### src/hdl/vpqs_pkg.sv
// shared types, codes and clip length tables of the voice prompt queue sequencer
package vpqs_pkg;

  localparam int DEF_QUEUE_DEPTH   = 8;
  localparam int DEF_CHINESE_CLIPS = 58;
  localparam int DEF_ENGLISH_CLIPS = 76;

  localparam int CFG_DATA_W = 32;
  localparam int CFG_ADDR_W = 4;

  typedef enum logic [1:0] {
    CMD_SET_ENTRY  = 2'd0,
    CMD_SET_DIGITS = 2'd1,
    CMD_PLAY_FIRST = 2'd2,
    CMD_PLAY_NEXT  = 2'd3
  } command_t;

  typedef enum logic [1:0] {
    MODE_OFF     = 2'd0,
    MODE_CHINESE = 2'd1,
    MODE_ENGLISH = 2'd2,
    MODE_ALT     = 2'd3
  } mode_t;

  typedef enum logic [1:0] {
    REG_PROMPT_MODE  = 2'd0,
    REG_CHINESE_BASE = 2'd1,
    REG_ENGLISH_BASE = 2'd2,
    REG_SPARE        = 2'd3
  } reg_index_t;

  localparam logic [7:0] ENGLISH_BASE_RST = 8'd64;
  localparam logic [7:0] DEFAULT_LEN      = 8'h32;
  localparam logic [7:0] LAST_EXTRA       = 8'd3;

  localparam int ZH_ROM_LEN = 58;
  localparam int EN_ROM_LEN = 76;

  localparam logic [7:0] LEN_ZH [ZH_ROM_LEN] = '{
    8'h32, 8'h32, 8'h32, 8'h37, 8'h37, 8'h32, 8'h32, 8'h32, 8'h32, 8'h37,
    8'h37, 8'h32, 8'h64, 8'h64, 8'h64, 8'h64, 8'h64, 8'h69, 8'h64, 8'h69,
    8'h5A, 8'h5F, 8'h5F, 8'h64, 8'h64, 8'h69, 8'h64, 8'h64, 8'h69, 8'h69,
    8'h69, 8'h64, 8'h64, 8'h6E, 8'h69, 8'h5F, 8'h64, 8'h64, 8'h64, 8'h69,
    8'h69, 8'h69, 8'h64, 8'h69, 8'h64, 8'h64, 8'h55, 8'h5F, 8'h5A, 8'h4B,
    8'h4B, 8'h46, 8'h46, 8'h69, 8'h64, 8'h6E, 8'h5A, 8'h64
  };

  localparam logic [7:0] LEN_EN [EN_ROM_LEN] = '{
    8'h50, 8'h32, 8'h2D, 8'h2D, 8'h2D, 8'h37, 8'h37, 8'h37, 8'h32, 8'h32,
    8'h3C, 8'h37, 8'h46, 8'h46, 8'h4B, 8'h82, 8'h82, 8'h6E, 8'h82, 8'h46,
    8'h96, 8'h64, 8'h46, 8'h6E, 8'h78, 8'h6E, 8'h87, 8'h64, 8'h96, 8'h96,
    8'h46, 8'h9B, 8'h91, 8'h82, 8'h82, 8'h73, 8'h78, 8'h64, 8'h82, 8'h6E,
    8'h78, 8'h82, 8'h87, 8'h6E, 8'h55, 8'h78, 8'h64, 8'h69, 8'h9B, 8'h5A,
    8'h50, 8'h3C, 8'h32, 8'h55, 8'h64, 8'h64, 8'h50, 8'h46, 8'h46, 8'h46,
    8'h4B, 8'h4B, 8'h50, 8'h50, 8'h55, 8'h4B, 8'h4B, 8'h32, 8'h32, 8'h32,
    8'h32, 8'h37, 8'h41, 8'h32, 8'h3C, 8'h37
  };

  function automatic logic [7:0] len_zh(input logic [7:0] id);
    logic [7:0] len;
    len = DEFAULT_LEN;
    if ({1'b0, id} < 9'(ZH_ROM_LEN)) len = LEN_ZH[id[5:0]];
    return len;
  endfunction

  function automatic logic [7:0] len_en(input logic [7:0] id);
    logic [7:0] len;
    len = DEFAULT_LEN;
    if ({1'b0, id} < 9'(EN_ROM_LEN)) len = LEN_EN[id[6:0]];
    return len;
  endfunction

endpackage

### src/hdl/voice_prompt_queue_sequencer_top.sv
// voice prompt queue sequencer: queue ram, digit split, clip lookup and apb registers
//
// channel | direction | handshake         | payload
// s       | in        | s_tvalid/s_tready | s_tuser command, s_tdata slot..wait_whole
// m       | out       | m_tvalid/m_tready | m_tuser code_valid, m_tlast finished, m_tdata
// apb     | in        | psel/penable      | paddr, pwdata, prdata (prompt mode, bases)
//
// set_entry: decode, done; play commands: decode (queue ram read), evaluate, done;
// set_digits: decode, split states drem to dunit, one push per digit (1 to 3), done
// one command is in work at a time; a new beat is taken while a result waits on m
// rst clears positions, entry valid bits and registers; no clearing pass
// a stalled m side holds the finished result and the next command in its last state
module voice_prompt_queue_sequencer_top #(
  parameter int QUEUE_DEPTH   = vpqs_pkg::DEF_QUEUE_DEPTH,
  parameter int CHINESE_CLIPS = vpqs_pkg::DEF_CHINESE_CLIPS,
  parameter int ENGLISH_CLIPS = vpqs_pkg::DEF_ENGLISH_CLIPS
) (
  input  logic                            clk,
  input  logic                            rst,
  input  logic                            s_tvalid,
  output logic                            s_tready,
  input  logic [31:0]                     s_tdata,  // slot, clip_id, number, wait_whole
  input  logic [1:0]                      s_tuser,  // command
  output logic                            m_tvalid,
  input  logic                            m_tready,
  output logic [23:0]                     m_tdata,  // voice_code, gap_ticks, digit_count
  output logic                            m_tuser,  // code_valid
  output logic                            m_tlast,  // finished
  input  logic                            psel,
  input  logic                            penable,
  input  logic                            pwrite,
  input  logic [vpqs_pkg::CFG_ADDR_W-1:0] paddr,
  input  logic [vpqs_pkg::CFG_DATA_W-1:0] pwdata,
  output logic [vpqs_pkg::CFG_DATA_W-1:0] prdata,
  output logic                            pready
);

  import vpqs_pkg::*;

  localparam int AW = $clog2(QUEUE_DEPTH);
  localparam int PW = $clog2(QUEUE_DEPTH + 1);

  typedef enum logic [9:0] {
    ST_IDLE   = 10'b0000000001,
    ST_DECODE = 10'b0000000010,
    ST_DREM   = 10'b0000000100,
    ST_DHUN   = 10'b0000001000,
    ST_DLOW   = 10'b0000010000,
    ST_DTEN   = 10'b0000100000,
    ST_DUNIT  = 10'b0001000000,
    ST_PUSH   = 10'b0010000000,
    ST_PEVAL  = 10'b0100000000,
    ST_DONE   = 10'b1000000000
  } state_t;

  state_t state, state_next;

  // configuration registers
  logic [1:0] prompt_mode;
  logic [7:0] chinese_base;
  logic [7:0] english_base;
  logic       cfg_we;
  reg_index_t cfg_idx;

  assign pready  = 1'b1;
  assign cfg_we  = psel & penable & pwrite & pready;
  assign cfg_idx = reg_index_t'(paddr[3:2]);

  always_ff @(posedge clk) begin
    if (rst) begin
      prompt_mode  <= MODE_OFF;
      chinese_base <= '0;
      english_base <= ENGLISH_BASE_RST;
    end else if (cfg_we) begin
      case (cfg_idx)
        REG_PROMPT_MODE:  prompt_mode  <= pwdata[1:0];
        REG_CHINESE_BASE: chinese_base <= pwdata[7:0];
        REG_ENGLISH_BASE: english_base <= pwdata[7:0];
        default: ;
      endcase
    end
  end

  always_comb begin
    case (cfg_idx)
      REG_PROMPT_MODE:  prdata = {30'd0, prompt_mode};
      REG_CHINESE_BASE: prdata = {24'd0, chinese_base};
      REG_ENGLISH_BASE: prdata = {24'd0, english_base};
      default:          prdata = '0;
    endcase
  end

  // captured command beat
  command_t    it_cmd;
  logic [3:0]  it_slot;
  logic [7:0]  it_clip;
  logic [15:0] it_number;
  logic        it_wait;
  logic        s_accept;

  assign s_tready = (state == ST_IDLE);
  assign s_accept = s_tvalid & s_tready;

  always_ff @(posedge clk) begin
    if (s_accept) begin
      it_cmd    <= command_t'(s_tuser);
      it_slot   <= s_tdata[3:0];
      it_clip   <= s_tdata[11:4];
      it_number <= s_tdata[27:12];
      it_wait   <= s_tdata[28];
    end
  end

  // queue ram and positions
  logic [PW-1:0]          wr_pos, wr_pos_next;
  logic [PW-1:0]          rd_pos, rd_pos_next;
  logic [QUEUE_DEPTH-1:0] entry_valid;
  logic                   ram_we, ram_re;
  logic [AW-1:0]          ram_waddr, ram_raddr;
  logic [7:0]             ram_wdata, ram_rdata;
  logic                   rd_entry_valid;

  vpqs_ram #(
    .WIDTH (8),
    .DEPTH (QUEUE_DEPTH)
  ) u_queue_ram (
    .clk   (clk),
    .we    (ram_we),
    .waddr (ram_waddr),
    .wdata (ram_wdata),
    .re    (ram_re),
    .raddr (ram_raddr),
    .rdata (ram_rdata)
  );

  // digit split datapath
  logic [6:0]  quot_k;
  logic [9:0]  rem_k;
  logic [3:0]  hund;
  logic [6:0]  low2;
  logic [3:0]  tens;
  logic [3:0]  dig [3];
  logic [1:0]  dig_count;
  logic [1:0]  push_idx;
  logic [26:0] q_prod;
  logic [16:0] k_prod;
  logic [17:0] rem_diff;
  logic [17:0] rem_fix;
  logic [15:0] h_prod;
  logic [10:0] h100;
  logic [9:0]  low_diff;
  logic [13:0] t_prod;
  logic [7:0]  t10;
  logic [7:0]  unit_diff;

  assign q_prod    = 27'(it_number) * 27'd1049;
  assign k_prod    = 17'(quot_k) * 17'd1000;
  assign rem_diff  = {2'b00, it_number} - {1'b0, k_prod};
  assign rem_fix   = rem_diff[17] ? rem_diff + 18'd1000 : rem_diff;
  assign h_prod    = 16'(rem_k) * 16'd41;
  assign h100      = 11'(hund) * 11'd100;
  assign low_diff  = rem_k - h100[9:0];
  assign t_prod    = 14'(low2) * 14'd103;
  assign t10       = 8'(tens) * 8'd10;
  assign unit_diff = {1'b0, low2} - t10;

  // play evaluation
  logic [7:0] play_id;
  logic       mode_on, mode_zh;
  logic       id_ok;
  logic [7:0] base_sel;
  logic [7:0] clip_len;
  logic       play_pre;
  logic       slot_ok;

  assign mode_on  = (prompt_mode != MODE_OFF);
  assign mode_zh  = (prompt_mode == MODE_CHINESE);
  assign play_id  = rd_entry_valid ? ram_rdata : 8'd0;
  assign id_ok    = mode_zh ? ({1'b0, play_id} < 9'(CHINESE_CLIPS))
                            : ({1'b0, play_id} < 9'(ENGLISH_CLIPS));
  assign base_sel = mode_zh ? chinese_base : english_base;
  assign clip_len = mode_zh ? len_zh(play_id) : len_en(play_id);
  assign slot_ok  = (32'(it_slot) < QUEUE_DEPTH);

  // result being built
  logic       res_valid;
  logic [7:0] res_code;
  logic [7:0] res_gap;
  logic       res_fin;
  logic [1:0] res_digits;
  logic       out_load;

  always_comb begin
    ram_re    = 1'b0;
    ram_raddr = '0;
    if (it_cmd == CMD_PLAY_NEXT) ram_raddr = rd_pos[AW-1:0];
    ram_re = (state == ST_DECODE);
  end

  always_comb begin
    state_next  = state;
    wr_pos_next = wr_pos;
    rd_pos_next = rd_pos;
    ram_we      = 1'b0;
    ram_waddr   = AW'(it_slot);
    ram_wdata   = it_clip;
    play_pre    = 1'b0;
    case (state)
      ST_IDLE: begin
        if (s_accept) state_next = ST_DECODE;
      end
      ST_DECODE: begin
        case (it_cmd)
          CMD_SET_ENTRY: begin
            if (slot_ok) begin
              ram_we = 1'b1;
              if (it_slot == 4'd0) begin
                rd_pos_next = '0;
                wr_pos_next = PW'(1);
              end else if (wr_pos < PW'(QUEUE_DEPTH)) begin
                wr_pos_next = wr_pos + PW'(1);
              end
            end
            state_next = ST_DONE;
          end
          CMD_SET_DIGITS: begin
            if (it_slot == 4'd0) begin
              wr_pos_next = '0;
              rd_pos_next = '0;
            end
            state_next = ST_DREM;
          end
          default: state_next = ST_PEVAL;
        endcase
      end
      ST_DREM:  state_next = ST_DHUN;
      ST_DHUN:  state_next = ST_DLOW;
      ST_DLOW:  state_next = ST_DTEN;
      ST_DTEN:  state_next = ST_DUNIT;
      ST_DUNIT: state_next = ST_PUSH;
      ST_PUSH: begin
        ram_waddr = wr_pos[AW-1:0];
        ram_wdata = {4'd0, dig[push_idx]};
        if (wr_pos < PW'(QUEUE_DEPTH)) begin
          ram_we      = 1'b1;
          wr_pos_next = wr_pos + PW'(1);
        end
        if (push_idx == dig_count - 2'd1) state_next = ST_DONE;
      end
      ST_PEVAL: begin
        if (it_cmd == CMD_PLAY_FIRST) begin
          play_pre = mode_on && (wr_pos != '0);
          if (play_pre && id_ok && !it_wait) begin
            rd_pos_next = PW'(1);
          end else begin
            wr_pos_next = '0;
            rd_pos_next = '0;
          end
        end else begin
          play_pre = (rd_pos != wr_pos) && mode_on && (rd_pos < PW'(QUEUE_DEPTH));
          if (play_pre && id_ok) begin
            rd_pos_next = rd_pos + PW'(1);
          end else begin
            wr_pos_next = '0;
            rd_pos_next = '0;
          end
        end
        state_next = ST_DONE;
      end
      ST_DONE: begin
        if (out_load) state_next = ST_IDLE;
      end
      default: state_next = ST_IDLE;
    endcase
  end

  assign out_load = (state == ST_DONE) && (!m_tvalid || m_tready);

  always_ff @(posedge clk) begin
    if (rst) begin
      state       <= ST_IDLE;
      wr_pos      <= '0;
      rd_pos      <= '0;
      entry_valid <= '0;
      m_tvalid    <= 1'b0;
    end else begin
      state  <= state_next;
      wr_pos <= wr_pos_next;
      rd_pos <= rd_pos_next;
      if (ram_we) entry_valid[ram_waddr] <= 1'b1;
      if (out_load) m_tvalid <= 1'b1;
      else if (m_tready) m_tvalid <= 1'b0;
    end
  end

  // datapath registers
  always_ff @(posedge clk) begin
    case (state)
      ST_DECODE: begin
        rd_entry_valid <= entry_valid[ram_raddr];
        quot_k         <= q_prod[26:20];
        res_valid      <= 1'b0;
        res_code       <= '0;
        res_gap        <= '0;
        res_fin        <= 1'b0;
        res_digits     <= '0;
        push_idx       <= '0;
      end
      ST_DREM:  rem_k <= rem_fix[9:0];
      ST_DHUN:  hund  <= h_prod[15:12];
      ST_DLOW:  low2  <= low_diff[6:0];
      ST_DTEN:  tens  <= t_prod[13:10];
      ST_DUNIT: begin
        if (rem_k >= 10'd100) begin
          dig[0]    <= hund;
          dig[1]    <= tens;
          dig[2]    <= unit_diff[3:0];
          dig_count <= 2'd3;
        end else if (rem_k >= 10'd10) begin
          dig[0]    <= tens;
          dig[1]    <= unit_diff[3:0];
          dig[2]    <= '0;
          dig_count <= 2'd2;
        end else begin
          dig[0]    <= unit_diff[3:0];
          dig[1]    <= '0;
          dig[2]    <= '0;
          dig_count <= 2'd1;
        end
      end
      ST_PUSH: begin
        push_idx   <= push_idx + 2'd1;
        res_digits <= dig_count;
      end
      ST_PEVAL: begin
        if (play_pre && id_ok) begin
          res_valid <= 1'b1;
          res_code  <= play_id + base_sel;
          if (it_cmd == CMD_PLAY_FIRST) begin
            res_gap <= (wr_pos == PW'(1)) ? clip_len + LAST_EXTRA : clip_len;
            res_fin <= it_wait;
          end else begin
            res_gap <= (rd_pos + PW'(1) == wr_pos) ? clip_len + LAST_EXTRA : clip_len;
            res_fin <= 1'b0;
          end
        end else begin
          res_valid <= 1'b0;
          res_code  <= '0;
          res_gap   <= '0;
          res_fin   <= 1'b1;
        end
      end
      default: ;
    endcase
  end

  // output register
  always_ff @(posedge clk) begin
    if (out_load) begin
      m_tuser <= res_valid;
      m_tlast <= res_fin;
      m_tdata <= {6'd0, res_digits, res_gap, res_code};
    end
  end

  a_wr_pos_range: assert property (@(posedge clk) disable iff (rst)
    wr_pos <= PW'(QUEUE_DEPTH))
    else $error("write position beyond queue depth");

  a_rd_le_wr: assert property (@(posedge clk) disable iff (rst)
    rd_pos <= wr_pos)
    else $error("read position ahead of write position");

  a_no_code_zero: assert property (@(posedge clk) disable iff (rst)
    m_tvalid && !m_tuser |-> (m_tdata[15:0] == 16'd0))
    else $error("code or gap set without a voice code");

  a_digits_quiet: assert property (@(posedge clk) disable iff (rst)
    m_tvalid && (m_tdata[17:16] != 2'd0) |-> !m_tuser && !m_tlast)
    else $error("digit beat carries a code or run end");

  a_one_in_work: assert property (@(posedge clk) disable iff (rst)
    s_accept |=> !s_tready)
    else $error("second command taken while one is in work");

endmodule

### src/hdl/vpqs_ram.sv
// generic single-port-write ram with registered read
module vpqs_ram #(
  parameter int WIDTH = 8,
  parameter int DEPTH = 8
) (
  input  logic                     clk,
  input  logic                     we,
  input  logic [$clog2(DEPTH)-1:0] waddr,
  input  logic [WIDTH-1:0]         wdata,
  input  logic                     re,
  input  logic [$clog2(DEPTH)-1:0] raddr,
  output logic [WIDTH-1:0]         rdata
);

  logic [WIDTH-1:0] mem [DEPTH];

  always_ff @(posedge clk) begin
    if (we) mem[waddr] <= wdata;
    if (re) rdata <= mem[raddr];
  end

endmodule
### config.mk
export PLATFORM = sky130hd
export DESIGN_NAME = voice_prompt_queue_sequencer_top
export DESIGN_NICKNAME = d
export VERILOG_FILES = /design/src/hdl/vpqs_pkg.sv /design/src/hdl/voice_prompt_queue_sequencer_top.sv /design/src/hdl/vpqs_ram.sv
export SDC_FILE = /design/constraint.sdc
export NUM_CORES = 1
export LEC_CHECK = 0
export ABC_AREA = 0
export ABC_CLOCK_PERIOD_IN_PS = 8740
export BUFFER_PORTS_ARGS = -buffer_cell sky130_fd_sc_hd__buf_2
export CAP_MARGIN = 20
export CORE_MARGIN = 10
export CORE_UTILIZATION = 60
export DETAILED_ROUTE_END_ITERATION = 10
export GPL_TIMING_DRIVEN = 0
export PLACE_DENSITY = 0.87
export SLEW_MARGIN = 15
export SYNTH_ARGS = -nofsm -noshare
export SYNTH_HDL_FRONTEND = slang
export SYNTH_HIERARCHICAL = 1
export SYNTH_SLANG_ARGS = --single-unit
### constraint.sdc
create_clock -name clk -period 8.74 [get_ports clk]
set_clock_uncertainty 0.05 [all_clocks]
set_input_delay 0.874 -clock clk [delete_from_list [all_inputs] [get_ports clk]]
set_output_delay 0.874 -clock clk [all_outputs]
set_load 0.02 [all_outputs]
# Word-level counts from Yosys, hierarchy flattened
# Memories as Yosys holds them, arrays and structs flattened. A register that Yosys moved wholly into a read port is not among the register bits.
# Index checks and enable logic that the tools add are counted.
op_classes:
  n_reduce_logical: 27
  addsub: 10
  n_mul: 6
  bitwise_logic: 12
  n_eq_ne: 28
  mux: 83
  n_lt_le_gt_ge: 12
ops:
  columns: ["cell", "count"]
  rows:
  - ["$mux 8", 15]
  - ["$pmux 10 s10", 1]
  - ["$mux 4", 17]
  - ["$mux 10", 4]
  - ["$pmux 8 s2", 2]
  - ["$mul 7x7->14 const B", 2]
  - ["$mul 16x11->27 const B", 1]
  - ["$mux 1", 27]
  - ["$pmux 4 s2", 3]
  - ["$pmux 8 s3", 1]
  - ["$pmux 10 s2", 1]
  - ["$sub 16x17->18", 1]
  - ["$mul 10x6->16 const B", 1]
  - ["$lt 4x4->1 const B", 3]
  - ["$ne 3x3->1 const B", 4]
  - ["$pmux 4 s3", 1]
  - ["$add 10x10->10 const B", 1]
  - ["$eq 10x1->1 const B", 1]
  - ["$eq 10x10->1 const B", 1]
  - ["$eq 10x2->1 const B", 1]
  - ["$eq 10x3->1 const B", 1]
  - ["$eq 10x4->1 const B", 1]
  - ["$eq 10x5->1 const B", 1]
  - ["$eq 10x6->1 const B", 1]
  - ["other kinds (51)", 86]
totals:
  memories: 4
  out_inout_bits: 61
  rom_bits: 1536
  ff_bits: 153
  mem_bits_rw: 76
  word_cells: 211
  inputBits: 77
memory_table:
  columns: ["memory", "depth", "word_bits", "read_ports", "rd_clocked_by_memory_dff", "write_ports", "line", "source"]
  rows:
  - ["(no name shown)", 128, 8, 1, 0, 0, "vpqs_pkg.sv:69", "if ({1'b0, id} < 9'(EN_ROM_LEN)) len = LEN_EN[id[6:0]];"]
  - ["(no name shown)", 64, 8, 1, 0, 0, "vpqs_pkg.sv:62", "if ({1'b0, id} < 9'(ZH_ROM_LEN)) len = LEN_ZH[id[5:0]];"]
  - ["u_queue_ram.mem", 8, 8, 1, 1, 1, "vpqs_ram.sv:15", "logic [WIDTH-1:0] mem [DEPTH];"]
  - ["dig", 3, 4, 1, 1, 3, "voice_prompt_queue_sequencer_top.sv:142", "logic [3:0] dig [3];"]

# Logic depth before layout (Yosys ltp)
# Gate-level depths: netlist (run 1).
logic_depth:
  word_depth: 12
  depth_mapped: 23
  depth_no_buf: 23

# Hierarchy
# Netlist (run 1), hierarchy kept.
modules_own_cells:
  columns: ["module", "area_each_um2", "cells_per_inst", "instances", "seq_area_each_um2"]
  rows:
  - ["voice_prompt_queue_sequencer_top", 14396.3, 1484, 1, 4544.4]
  - ["vpqs_ram", 2771.4, 114, 1, 2162.1]

# Least setup slack after synthesis (run 1)
# OpenSTA, ideal clock, no wires.
synth_timing:
  path_type: "register -> register"
  start: "reg quot_k[2]"
  end: "reg rem_k[9], data pin"
  required_time_ps: 8423
  setup_slack_ps: 3205
  synth_period_minus_slack_ps: 5535
  path_stages_with_launch: 24
  n_path_buf: 0
  arrival_time_ps: 5218
  setup_ps: 267
  cell_sequence: "edfxtp_1 fa_1 fa_1 inv_1 fa_1 fa_1 inv_1 ha_1 inv_1 o21ai_0 a21oi_1 o21ai_0 a21o_1 a21oi_1 xor2_1 ha_1 a2111oi_0 o21ai_0 a31oi_1 a2111oi_0 o31a_1 nand2_1 nor4b_1 xnor2_1"
synth_between:
  elab_chain_len: 4
synth_rtl:
  columns: ["item", "line", "source"]
  rows:
  - ["start: declaration", "voice_prompt_queue_sequencer_top.sv:137", "logic [6:0] quot_k;"]
  - ["start signal: assignment", "voice_prompt_queue_sequencer_top.sv:301", "quot_k <= q_prod[26:20];"]
  - ["$mul 7x7->14 *", "voice_prompt_queue_sequencer_top.sv:157", "assign k_prod = 17'(quot_k) * 17'd1000;"]
  - ["$sub 16x17->18 *", "voice_prompt_queue_sequencer_top.sv:158", "assign rem_diff = {2'b00, it_number} - {1'b0, k_prod};"]
  - ["$add 10x10->10", "voice_prompt_queue_sequencer_top.sv:159", "assign rem_fix = rem_diff[17] ? rem_diff + 18'd1000 : rem_diff;"]
  - ["$mux 10 *", "voice_prompt_queue_sequencer_top.sv:159", null]
  - ["net rem_fix[9]", "voice_prompt_queue_sequencer_top.sv:148", "logic [17:0] rem_fix;"]
  - ["end signal: assignment", "voice_prompt_queue_sequencer_top.sv:309", "ST_DREM: rem_k <= rem_fix[9:0];"]
  - ["end: declaration", "voice_prompt_queue_sequencer_top.sv:138", "logic [9:0] rem_k;"]
# The timed path passes the listed nets; every way through them passes the cells marked *.
# A chain may end at the register's enable or synchronous reset.

# Worst setup path after layout (run 1)
# Ends and elaborated chain as after synthesis.

==> impl_metrics.py, run 1 <==
metrics = {
    "finish": {
        "synthToLayoutAreaGrowth_pct": 11.38,
        "layout_commonest_cell": "ha_1",
        "final_cell_mix": "ha_1, inv_1, edfxtp_1",
        "fillCellCount": 1947,
        "diodes": 0,
        "drive_gt1_frac": 0.1208,
        "fin_nets": 2094,
        "stdcell_count": 2133,
        "final_util": 0.6826,
    },
    "critical_path": {
        "startpoint_type": "register",
        "max_stage_delay_ns": 0.74,
        "r2r_setup_slack_ns": 2.14,
        "cp_num_buf_inv": 3,
        "critPathKind": "register to register",
        "required_ns": 8.96,
        "path_delay_family": "adder cells",
        "rr_startpoint": "quot_k[2]$_DFFE_PP_",
        "cp-end-kind": "register",
        "rr_endpoint": "rem_k[9]$_DFFE_PN_",
        "cpMostUsedCell": "fa_1",
        "r2r_cells": 23,
        "cp_slowest_cell": "a2111oi_0",
        "crit_path_max_fanout": 6,
        "cp.arrival_ns": 6.82,
        "path_cells": "fa_1 > fa_1 > inv_1 > fa_1 > fa_1 > inv_1 > ha_1 > inv_1 > o21ai_0 > a21oi_1 > o21ai_0 > a21o_1 > a21oi_1 > xor2_1 > ha_1 > a2111oi_0 > o21ai_0 > a31oi_1 > a2111oi_0 > o31a_1 > nand2_1 > nor4b_1 > xnor2_1",
    },
    "power": {
        "max-vdd-ir-drop_mv": 0.1850,
        "sequentialPowerShare": 0.372,
        "switchingPower_mw": 1.070,
        "power.leakage_nw": 8.485,
        "fin_total_pwr_mw": 3.510,
        "power.density_nw_per_um2": 183.6,
        "p_clk_frac": 0.331,
        "p_int_mw": 2.440,
        "p_comb_frac": 0.297,
        "netSwitchingFraction": 0.3048,
    },
    "floorplan": {
        "start_util": 0.6129,
        "core_area_sq_um": 28010,
        "ios": 138,
        "fp-row-count": 61,
        "die_y_microns": 189.2,
        "die_x_microns": 189.2,
        "dieArea_sq_um": 35780,
    },
    "timing": {
        "setup_violations": 0,
        "fmax_mhz": 151.4,
        "slew_violations": 0,
        "whs_ns": 0.3672,
        "final.min_clock_period_ns": 6.605,
        "relSlewSlack": 0.3212,
        "rsz0062_at_grt": "no",
        "hold_violations": 0,
        "fin_crit_sh": 0.7557,
        "worst_pin_slew_ns": 1.008,
        "finalSetupTns_ns": 0,
    },
    "synthesis": {
        "syn-cell-area_sq_um": 17170,
        "avgSynthCellArea_sq_um": 10.74,
        "synth-edff-count": 192,
        "synth-main-ff-cell": "edfxtp_1",
        "ys_warn_count": 6,
        "ys_seq_area_frac": 0.3906,
        "synth_cell_types": 84,
        "ys_ff_latch": 239,
        "syn_inst": 1598,
        "synthArstFlopShare": 0,
    },
    "detailed_routing": {
        "wl_microns": 42510,
        "drc": 0,
        "ant_nets": 0,
        "num_vias": 12860,
        "post_drt_wl_per_cell_microns": 19.93,
        "vias_per_cell": 6.027,
        "dr.pass1.iters": 5,
        "drt_iter0_drc": 1137,
    },
    "placed_design": {
        "dp_hpwl_microns": 31670,
        "port-buffer-count": 76,
        "place.gp.congestion": 1.031,
        "dp.cells": 2084,
    },
    "cts": {
        "cts_tree": "done",
        "ctsHoldBuffers": 0,
        "postCtsResizedCells": 0,
        "cts_max_level": 1,
        "cts.clk_slew.worst_paths_ns": 0.06,
        "cts.sinks": 239,
        "cts_max_path_buffers": 3,
        "cts_buffers": 26,
        "root_buffer": "clkbuf_16",
        "cts_setup_buffers": 0,
        "insertion_delay_ns": 0.53,
    },
    "grt": {
        "grt_pass1_vias": 12990,
        "antenna_found_initial": 0,
        "gr-total-overflow": 0,
        "grt_pass1_wl_microns": 67920,
        "grt_start_max_net_pins": 31,
        "grtUsageTotal": 0.2336,
    },
    "worst_hold_path": {
        "hold_end": "m_tdata[4]$_DFFE_PP_",
        "whs_path_depth": 0,
        "hold_class": "register to register",
        "hp-start": "res_code[4]$_SDFFCE_PN0P_",
    },
    "job": {
        "max_cap_viol_count": 0,
    },
    "run_status": {
        "status": "complete, no violations",
    },
}
[layer usage]
metal | track usage | routed length (microns) | up-vias
li1 | - | - | 5908
met3 | 0.03234 | 3409 | 128
met5 | 0 | 0 | -
met4 | 0.08455 | 1651 | 0
met2 | 0.4153 | 21050 | 631
met1 | 0.2828 | 16390 | 6188
[registers in the layout, indices dropped and copies added (netlist names), 4 cells and up, named ones only]
register,count
chinese_base,8
dig,12
english_base,8
entry_valid,8
hund,4
it_clip,8
it_number,16
it_slot,4
low2,7
m_tdata,18
quot_k,7
rd_pos,4
rem_k,10
res_code,8
res_gap,8
state,10
tens,4
u_queue_ram/mem,64
u_queue_ram/rdata,8
wr_pos,4
[through the flow]
step	instance area, sq um	setup slack, ns
floorplan	17280	3.205
global placement	18130	2.394
detailed placement	18200	2.252
CTS	19110	2.159
global route	19120	1.761
finish	19120	2.135
[cell type report]
cell class,instances,area [sq um],area share
multi-input combinational,1091,9265,0.4846
sequential,239,6706,0.3507
inverter,214,803.3,0.04201
clock buffer,30,696.9,0.03645
buffer,83,525.5,0.02748
tap,378,473.0,0.02474
timing repair buffer,80,430.4,0.02251
clock inverter,18,220.2,0.01152
[power by group through the flow]
stage / clock network [mW] / registers [mW] / logic, mW
2_1_floorplan: 0 / 1.32 / 0.778
3_3_place_gp: 0 / 1.33 / 0.952
3_5_place_dp: 0 / 1.33 / 1.02
4_1_cts: 1.17 / 1.31 / 1.04
5_1_grt: 1.22 / 1.31 / 1.19
6_report: 1.16 / 1.31 / 1.04
[cell usage after synthesis (all sizes together) (22+ instances only)]
cell type	count	area [sq um]
nand2	84	322.8
xnor2	39	341.6
nand2b	27	168.9
mux2i	32	320.3
clkbuf	25	93.84
dfxtp	47	940.9
xor2	23	201.4
fa	54	1081
edfxtp	192	5766
nor2	110	412.9
a21o	22	165.2
buf	58	431.7
inv	213	799.5
a21oi	80	400.4
nor3	25	125.1
ha	228	2853
o21ai	48	244.0
nor2b	22	137.6
[worst max-delay path by stage]
| stage | from | end | slack, ns | cells past startpoint |
|---|---|---|---|---|
| after global placement | quot_k[2]$_DFFE_PP_ | rem_k[9]$_DFFE_PN_ | 2.39 | 23 |
| after CTS | quot_k[2]$_DFFE_PP_ | rem_k[9]$_DFFE_PN_ | 2.16 | 23 |
| after floorplan | quot_k[2]$_DFFE_PP_ | rem_k[9]$_DFFE_PN_ | 3.21 | 23 |
| final | quot_k[2]$_DFFE_PP_ | rem_k[9]$_DFFE_PN_ | 2.14 | 23 |
| after detailed placement | quot_k[2]$_DFFE_PP_ | rem_k[9]$_DFFE_PN_ | 2.25 | 23 |
| after global routing | quot_k[2]$_DFFE_PP_ | rem_k[9]$_DFFE_PN_ | 1.76 | 23 |
[cells by family after synthesis]
| logic type | Yosys count | share of synthesized area |
|---|---|---|
| simple gates | 368 | 0.1065 |
| buf+inv | 297 | 0.07740 |
| other cells | 2 | 0.0004374 |
| flops | 239 | 0.3906 |
| xor+xnor | 62 | 0.03163 |
| fa+ha+maj | 282 | 0.2291 |
| compound gates | 288 | 0.1128 |
| mux | 60 | 0.05145 |
No activity file was read; power rests on OpenSTA's default activity.
==> inputs of run 2 (changes only) <==
--- a/config.mk
+++ b/config.mk
@@ -6,7 +6,7 @@
 export NUM_CORES = 1
 export LEC_CHECK = 0
 export ABC_AREA = 0
-export ABC_CLOCK_PERIOD_IN_PS = 8740
+export ABC_CLOCK_PERIOD_IN_PS = 6150
 export BUFFER_PORTS_ARGS = -buffer_cell sky130_fd_sc_hd__buf_2
 export CAP_MARGIN = 20
 export CORE_MARGIN = 10
==> constraint.sdc (replaced) <==
create_clock -name clk -period 6.15 [get_ports clk]
set_clock_uncertainty 0.05 [all_clocks]
set_input_delay 0.615 -clock clk [delete_from_list [all_inputs] [get_ports clk]]
set_output_delay 0.615 -clock clk [all_outputs]
set_load 0.02 [all_outputs]
==> impl_metrics.py, run 2 (synthesized netlist as in run 1, its figures left out) <==
metrics = {
    "floorplan": {
        "fp-row-count": 61,
        "start_util": 0.6129,
        "dieArea_sq_um": 35780,
        "core_area_sq_um": 28010,
        "die_y_microns": 189.2,
        "die_x_microns": 189.2,
        "ios": 138,
    },
    "finish": {
        "layout_commonest_cell": "ha_1",
        "largest_reg_flops": 64,
        "stdcell_count": 2140,
        "synthToLayoutAreaGrowth_pct": 11.90,
        "largestRegisters": "u_queue_ram/mem: 64 flops, m_tdata: 18 flops, it_number: 16 flops",
        "final_util": 0.6858,
        "drive_gt1_frac": 0.1277,
        "fillCellCount": 1931,
        "fin_nets": 2101,
        "diodes": 0,
        "final_cell_mix": "ha_1, inv_1, edfxtp_1",
        "top_register": "u_queue_ram/mem",
    },
    "timing": {
        "fin_crit_sh": 0.9731,
        "relSlewSlack": 0.3226,
        "worst_pin_slew_ns": 1.005,
        "rsz0062_at_grt": "no",
        "setup_violations": 0,
        "slew_violations": 0,
        "final.min_clock_period_ns": 5.984,
        "hold_violations": 0,
        "fmax_mhz": 167.1,
        "whs_ns": 0.2146,
        "finalSetupTns_ns": 0,
    },
    "cts": {
        "cts_max_level": 1,
        "cts.sinks": 239,
        "cts.clk_slew.worst_paths_ns": 0.06,
        "cts_max_path_buffers": 3,
        "insertion_delay_ns": 0.53,
        "ctsHoldBuffers": 0,
        "cts_buffers": 26,
        "root_buffer": "clkbuf_16",
        "cts_tree": "done",
    },
    "critical_path": {
        "worstSetupStartpoint": "quot_k[2]$_DFFE_PP_",
        "rr_startpoint": "quot_k[2]$_DFFE_PP_",
        "required_ns": 6.37,
        "cp.arrival_ns": 6.20,
        "startpoint_type": "register",
        "crit_path_max_fanout": 6,
        "critPathKind": "register to register",
        "r2r_setup_slack_ns": 0.17,
        "r2r_cells": 20,
        "rr_endpoint": "rem_k[4]$_DFFE_PN_",
        "cp-end-kind": "register",
    },
    "job": {
        "max_cap_viol_count": 0,
    },
    "grt": {
        "antenna_found_initial": 0,
        "grt_pass1_wl_microns": 68130,
        "grt_start_max_net_pins": 31,
        "grt_pass1_vias": 13010,
        "grtUsageTotal": 0.2343,
        "gr-total-overflow": 0,
    },
    "run_status": {
        "status": "complete, no violations",
    },
    "power": {
        "power.leakage_nw": 8.533,
        "power.density_nw_per_um2": 264.3,
        "max-vdd-ir-drop_mv": 0.2621,
    },
    "placed_design": {
        "port-buffer-count": 76,
        "dp.cells": 2084,
        "dp_hpwl_microns": 31670,
        "place.gp.congestion": 1.031,
    },
    "detailed_routing": {
        "dr.pass1.iters": 7,
        "ant_nets": 0,
        "wl_microns": 42830,
        "vias_per_cell": 6.023,
        "num_vias": 12890,
        "post_drt_wl_per_cell_microns": 20.01,
        "drc": 0,
        "drt_iter0_drc": 1125,
    },
    "worst_hold_path": {
        "hold_class": "primary input to register",
        "hp-start": "s_tdata[8]",
        "hold_end": "it_clip[4]$_DFFE_PP_",
        "whs_path_depth": 1,
    },
}
run 2: cell types whose count changed in the layout (fill, tap and decap cells not counted):
| cell | previous run | this run |
|---|---|---|
| nor4b_1 | 2 | 1 |
| nand2_2 | 3 | 4 |
| a2111oi_0 | 4 | 2 |
| o21ai_0 | 46 | 43 |
| buf_4 | 41 | 48 |
| o21ai_2 | 1 | 2 |
| nand2_1 | 81 | 80 |
| nor4b_4 | 0 | 1 |
| o21ai_1 | 1 | 3 |
| a21oi_2 | 0 | 1 |
| a21oi_1 | 80 | 79 |
| a2111oi_2 | 0 | 2 |
run 2: per-stage QoR:
| stage | cell area, sq um | setup slack [ns] | power, mW |
|---|---|---|---|
| 6_report | 19210 | 0.1655 | 5.078 |
| 5_1_grt | 19210 | 0.004325 | 5.360 |
| 4_1_cts | 19160 | 0.005485 | 5.013 |
| 3_5_place_dp | 18200 | -0.3379 | 3.333 |
| 3_3_place_gp | 18130 | -0.1956 | 3.240 |
| 2_1_floorplan | 17280 | 0.6152 | 2.976 |
run 2: routing by layer:
metal,global-route usage,vias up,part of all wire
met1,0.2842,6256,0.39
met4,0.08089,0,0.034
met5,0,-,0
li1,-,5929,-
met2,0.4180,590,0.50
met3,0.03179,114,0.070
run 2: cell type report:
class	instances	area, sq um	share of cell area
Buffer	83	525.5	0.02735
Clock buffer	30	696.9	0.03628
Clock inverter	18	220.2	0.01146
Inverter	214	803.3	0.04181
Multi-Input combinational cell	1091	9303	0.4842
Sequential cell	239	6706	0.3491
Tap cell	378	473.0	0.02462
Timing Repair Buffer	87	483.0	0.02514
run 2: how the worst max path moves through the flow:
| stage | end | slack [ns] | depth (start not counted) |
|---|---|---|---|
| 2_1_floorplan | rem_k[9]$_DFFE_PN_ | 0.62 | 23 |
| 3_3_place_gp | rem_k[9]$_DFFE_PN_ | -0.20 | 23 |
| 3_5_place_dp | rem_k[9]$_DFFE_PN_ | -0.34 | 23 |
| 4_1_cts | rem_k[4]$_DFFE_PN_ | 0.005 | 22 |
| 5_1_grt | rem_k[4]$_DFFE_PN_ | 0.004 | 20 |
| 6_report | rem_k[4]$_DFFE_PN_ | 0.17 | 20 |
run 2: what timing repair did:
action                                  CTS  global route
hold endpoints to repair                  0             0
gates resized for setup                   5             7
pin swaps                                 1             1
buffers inserted                          4             3
endpoints found under the setup margin    7             7
run 2: worst max-delay path, cell delays in order, from the launching register on:
cell and delay, ns:
edfxtp_1 0.46, fa_1 0.57, fa_1 0.53, inv_1 0.06, fa_1 0.50, fa_1 0.53
inv_1 0.05, ha_1 0.28, o21ai_0 0.14, a21oi_1 0.31, o21ai_1 0.16, nor2_1 0.15
xnor2_1 0.14, ha_1 0.28, a2111oi_2 0.35, o21ai_1 0.18, a31oi_1 0.25, a2111oi_2 0.09
o31a_1 0.15, nand2_2 0.15, mux2_2 0.36
run 2: report_power, final:
| part | total [mW] | switching [mW] | leakage (nW) | internal, mW |
|---|---|---|---|---|
| Clock | 1.65 | 0.627 | 0.452 | 1.02 |
| Combinational | 1.58 | 0.907 | 5.95 | 0.669 |
| Sequential | 1.85 | 0.0407 | 2.13 | 1.81 |
| Total | 5.08 | 1.57 | 8.53 | 3.50 |
